[config.mk]
export PLATFORM = sky130hd
export DESIGN_NAME = tepq_ctrl
export DESIGN_NICKNAME = d
export VERILOG_FILES = /design/src/rtl/tepq_pkg.sv /design/src/rtl/tepq_ctrl.sv
export SDC_FILE = /design/constraint.sdc
export NUM_CORES = 1
export LEC_CHECK = 0
export BUFFER_PORTS_ARGS = -buffer_cell sky130_fd_sc_hd__buf_4
export CELL_PAD_IN_SITES_DETAIL_PLACEMENT = 1
export CELL_PAD_IN_SITES_GLOBAL_PLACEMENT = 2
export CORE_AREA = 2 2 39 41
export CTS_BUF_LIST = sky130_fd_sc_hd__clkbuf_8
export DETAILED_ROUTE_END_ITERATION = 16
export DIE_AREA = 0 0 41 43
export GPL_TIMING_DRIVEN = 0
export PLACE_DENSITY = 0.71
export SYNTH_ARGS = -nofsm -noshare
export SYNTH_HDL_FRONTEND = slang
export SYNTH_SLANG_ARGS = --single-unit
[constraint.sdc]
create_clock -name i_clk -period 2.1 [get_ports i_clk]
set_clock_uncertainty 0.1 [all_clocks]
set_input_delay 0.105 -clock i_clk [delete_from_list [all_inputs] [get_ports i_clk]]
set_output_delay 0.105 -clock i_clk [all_outputs]
set_load 0.02 [all_outputs]
[src/rtl/tepq_pkg.sv]
`timescale 1ns / 1ps
// ----------------------------------------------------------------------------
// tepq_pkg
// Shared constants, codes and controller/datapath types of the timed event
// priority queue.
// ----------------------------------------------------------------------------
package tepq_pkg;

    localparam int DEF_CAPACITY  = 64;
    localparam int DEF_TIME_BITS = 32;
    localparam int DEF_TAG_BITS  = 16;
    localparam int SEQ_BITS      = 32;
    localparam int HORIZON_BITS  = 32;
    localparam int ACTION_BITS   = 2;

    localparam logic [HORIZON_BITS-1:0] HORIZON_RESET = '1;

    typedef enum logic [ACTION_BITS-1:0] {
        ACT_INSERT     = 2'd0,
        ACT_INSERT_END = 2'd1,
        ACT_POP        = 2'd2
    } t_action;

    typedef struct packed {
        logic in_ready;
        logic scan_clear;
        logic scan_rd;
        logic move_rd;
        logic commit_ins;
        logic commit_pop;
        logic commit_nop;
    } t_dp_cmd;

    typedef struct packed {
        logic in_valid;
        logic out_free;
        logic is_ins;
        logic is_pop;
        logic count_zero;
        logic scan_last;
    } t_dp_stat;

endpackage

[src/rtl/tepq_ctrl.sv]
`timescale 1ns / 1ps
// ----------------------------------------------------------------------------
// tepq_ctrl
// Sequencer of the queue: accept, execute insert or no-op, scan for the earliest
// entry, move the last entry into the freed slot.
// ----------------------------------------------------------------------------
module tepq_ctrl
    import tepq_pkg::*;
(
    input  logic     i_clk,
    input  logic     i_rst_n,
    input  t_dp_stat i_stat,
    output t_dp_cmd  o_cmd
);

    typedef enum logic [2:0] {
        ST_IDLE,
        ST_EXEC,
        ST_SCAN,
        ST_SCAN_END,
        ST_MOVE_RD,
        ST_MOVE_WR
    } t_state;

    t_state r_state;
    t_state n_state;

    always_comb begin
        o_cmd   = '0;
        n_state = r_state;
        unique case (r_state)
            ST_IDLE: begin
                o_cmd.in_ready = 1'b1;
                if (i_stat.in_valid) begin
                    n_state = ST_EXEC;
                end
            end
            ST_EXEC: begin
                priority if (i_stat.is_ins) begin
                    if (i_stat.out_free) begin
                        o_cmd.commit_ins = 1'b1;
                        n_state          = ST_IDLE;
                    end
                end else if (i_stat.is_pop && !i_stat.count_zero) begin
                    o_cmd.scan_clear = 1'b1;
                    n_state          = ST_SCAN;
                end else begin
                    if (i_stat.out_free) begin
                        o_cmd.commit_nop = 1'b1;
                        n_state          = ST_IDLE;
                    end
                end
            end
            ST_SCAN: begin
                o_cmd.scan_rd = 1'b1;
                if (i_stat.scan_last) begin
                    n_state = ST_SCAN_END;
                end
            end
            ST_SCAN_END: begin
                n_state = ST_MOVE_RD;
            end
            ST_MOVE_RD: begin
                o_cmd.move_rd = 1'b1;
                n_state       = ST_MOVE_WR;
            end
            ST_MOVE_WR: begin
                if (i_stat.out_free) begin
                    o_cmd.commit_pop = 1'b1;
                    n_state          = ST_IDLE;
                end
            end
            default: begin
                n_state = ST_IDLE;
            end
        endcase
    end

    always_ff @(posedge i_clk) begin
        if (!i_rst_n) begin
            r_state <= ST_IDLE;
        end else begin
            r_state <= n_state;
        end
    end

endmodule

==> results.yml <==
worst_setup_path:
  timing.rr.end: "r_state[0]"
  path_buf_inv: 1
  crit_required_ns: 1.89
  cp-start-kind: "register"
  arrival_ns: 1.42
  r2r-start: "r_state[2]"
  path_cells: "and2b_1 > nand2_1 > a2111oi_2 > buf_4"
  worstRegToRegCells: 3
  path_delay_family: "simple AND/OR/NAND/NOR gates"
  crit_type: "reg2out"
  cp-end-kind: "primary output"
  crit_slowest_cell: "dfxtp_1"
  cp_slowest_stage_delay_ns: 0.36
  reg2reg_slack_ns: 0.83
  cp_max_fo: 8
cts:
  cts_resized: 0
  path_clk_slew_ns: 0.03
  cts_max_level: 1
  cts.path.max_buffers: 2
  ctsRootBufferMaster: "clkbuf_8"
  clkLatencyLatePin_ns: 0.22
  cts_made_buffers: 3
  cts_tree: "done"
  clock_sinks: 3
  post-cts-setup-buffer-count: 0
  hold_buffers: 0
min_path:
  hold_end: "r_state[1]"
  min_from: "i_rst_n"
  worst_hold_path_type: "in2reg"
  whs_path_depth: 2
cells_and_area:
  n_antenna_cell: 0
  largest_reg_flops: 3
  nNetsFinal: 53
  largest_registers: "r_state (3)"
  nFillCells: 175
  utilization: 0.285
  syn2layout_area_growth_pct: 76.0
  design_area_um2: 394
  drive_gt1_frac: 0.477
  largest_register: "r_state"
drt:
  dr.pass1.iters: 2
  viasPerCell: 4.45
  vias: 267
  postRouteAntennaNets: 0
  drtIter0Drc: 4
  avgRoutedWirePerCell_um: 10.7
  drc: 0
  routed_wl_um: 639
global_routing:
  first_global_vias: 220
  antenna_found_initial: 0
  overflow: 0
  grt_first_pass_wirelength_um: 862
  grt_max_degree: 11
  grtUsageTotal: 0.0851
placed_design:
  place_congestion: 0.630
  io_buffers: 14
  dp_hpwl_um: 475
  dpl_cell_area_um2: 349
synthesis:
  yosys_warnings: 0
  ys_ff_latch: 3
  syn_area_um2: 224
  avgSynthCellArea_um2: 8.61
  ys_seq_area_frac: 0.268
  synth_cells: 26
  synth.distinct_cells: 20
  synthesis.nets: 34
sta:
  setup_viol: 0
  relSlewSlack: 0.816
  min_period_ns: 1.63
  period_share: 0.775
  setup_tns_ns: 0
  fmax_mhz: 615
  final_max_slew_viol_count: 0
  worstMarginPinSlew_ns: 0.275
  grt_setup_unrepaired: "no"
  hold_viol: 0
power:
  power.static_leakage_uw: 0.000177
  peakVddDrop_uv: 285
  p_per_area_nw_per_um2: 686
flow_run:
  cap_viol_max_count: 0
floorplanning:
  fp.dieH_um: 43
  io-pin-count: 15
  dieArea_um2: 1760
  initial_core_util: 0.162
  coreArea_um2: 1380
  die_w_um: 41
  num_rows: 14
run_status:
  status: "completed"
## worst max-delay path by stage
stage | start | end | slack, ns | depth (start not counted)
floorplan | r_state[1] | o_cmd[0] | 0.68 | 3
global placement | r_state[1] | o_cmd[0] | 0.67 | 4
detailed placement | r_state[1] | o_cmd[0] | 0.69 | 4
CTS | r_state[1] | o_cmd[0] | 0.46 | 4
global route | r_state[0] | o_cmd[0] | 0.35 | 4
finish | r_state[1] | o_cmd[0] | 0.47 | 4
## routing by layer
layer	global-route usage	part of all wire	up-vias
li1	-	-	131
met1	0.0892	0.45	118
met2	0.0938	0.39	14
met3	0.0314	0.094	4
met4	0.140	0.063	0
met5	0	0	-
## synth_stat cells (all sizes together)
cell | number | area share
a2111oi | 1 | 0.067
nor3b | 3 | 0.10
o22a | 1 | 0.039
dfxtp | 3 | 0.27
nand2 | 3 | 0.050
and3 | 1 | 0.028
buf | 1 | 0.022
inv | 1 | 0.017
nor3 | 1 | 0.022
nor2 | 1 | 0.017
or4b | 1 | 0.061
o21a | 1 | 0.034
a21oi | 1 | 0.022
o21ai | 1 | 0.022
nand2b | 1 | 0.028
nand4b | 1 | 0.039
a21boi | 1 | 0.034
and2b | 1 | 0.034
nand3b | 1 | 0.034
nor2b | 1 | 0.061
## stage by stage
step / setup slack [ns] / instances / total power [uW] / hold slack (ns)
CTS: 0.456 / 60 / 275 / 0.0231
detailed placement: 0.685 / 56 / 109 / 0.246
global route: 0.353 / 60 / 284 / 0.0360
floorplan: 0.681 / 26 / 86.2 / 0.123
global placement: 0.668 / 56 / 109 / 0.244
finish: 0.473 / 60 / 270 / 0.0261
## worst register-to-register path: cells and delay by family (launching register included)
| kind | cells | cell delay, ns |
|---|---|---|
| simple gates | 2 | 0.69 |
| compound gates | 1 | 0.07 |
| flops | 1 | 0.30 |
## layout make-up
cell class	instances	area (um^2)	area share
well taps	16	20.0	0.0508
clock inverters	1	3.75	0.00952
multi-input cells	21	155	0.394
inverters	1	3.75	0.00952
repair buffers	14	105	0.267
flip-flops and latches	3	60.1	0.152
clock buffers	3	41.3	0.105
plain buffers	1	5.00	0.0127
## cell usage in the layout, fill, tap and decap left out, drive strengths merged
cell	count
and2b	1
o22a	1
o21a	1
nand2b	1
nand3b	1
or4b	1
nor2	1
clkbuf	3
a21boi	1
a21oi	1
inv	2
nand2	3
nor2b	1
dfxtp	3
nor3	1
buf	15
nor3b	3
and3	1
a2111oi	1
o21ai	1
nand4b	1
## kinds of logic after synthesis
logic type	synth area share
buf+inv	0.0391
simple gates	0.475
compound gates	0.218
flops	0.268
## power by group
part / total (uW) / internal (uW) / switching (uW) / leakage [uW]
clock: 163 / 124 / 38.3 / 0.0000269
sequential: 64.1 / 60.0 / 4.14 / 0.0000245
combinational: 43.5 / 24.2 / 19.3 / 0.000126
total: 270 / 209 / 61.7 / 0.000177
No activity file was read; power rests on OpenSTA's default activity.
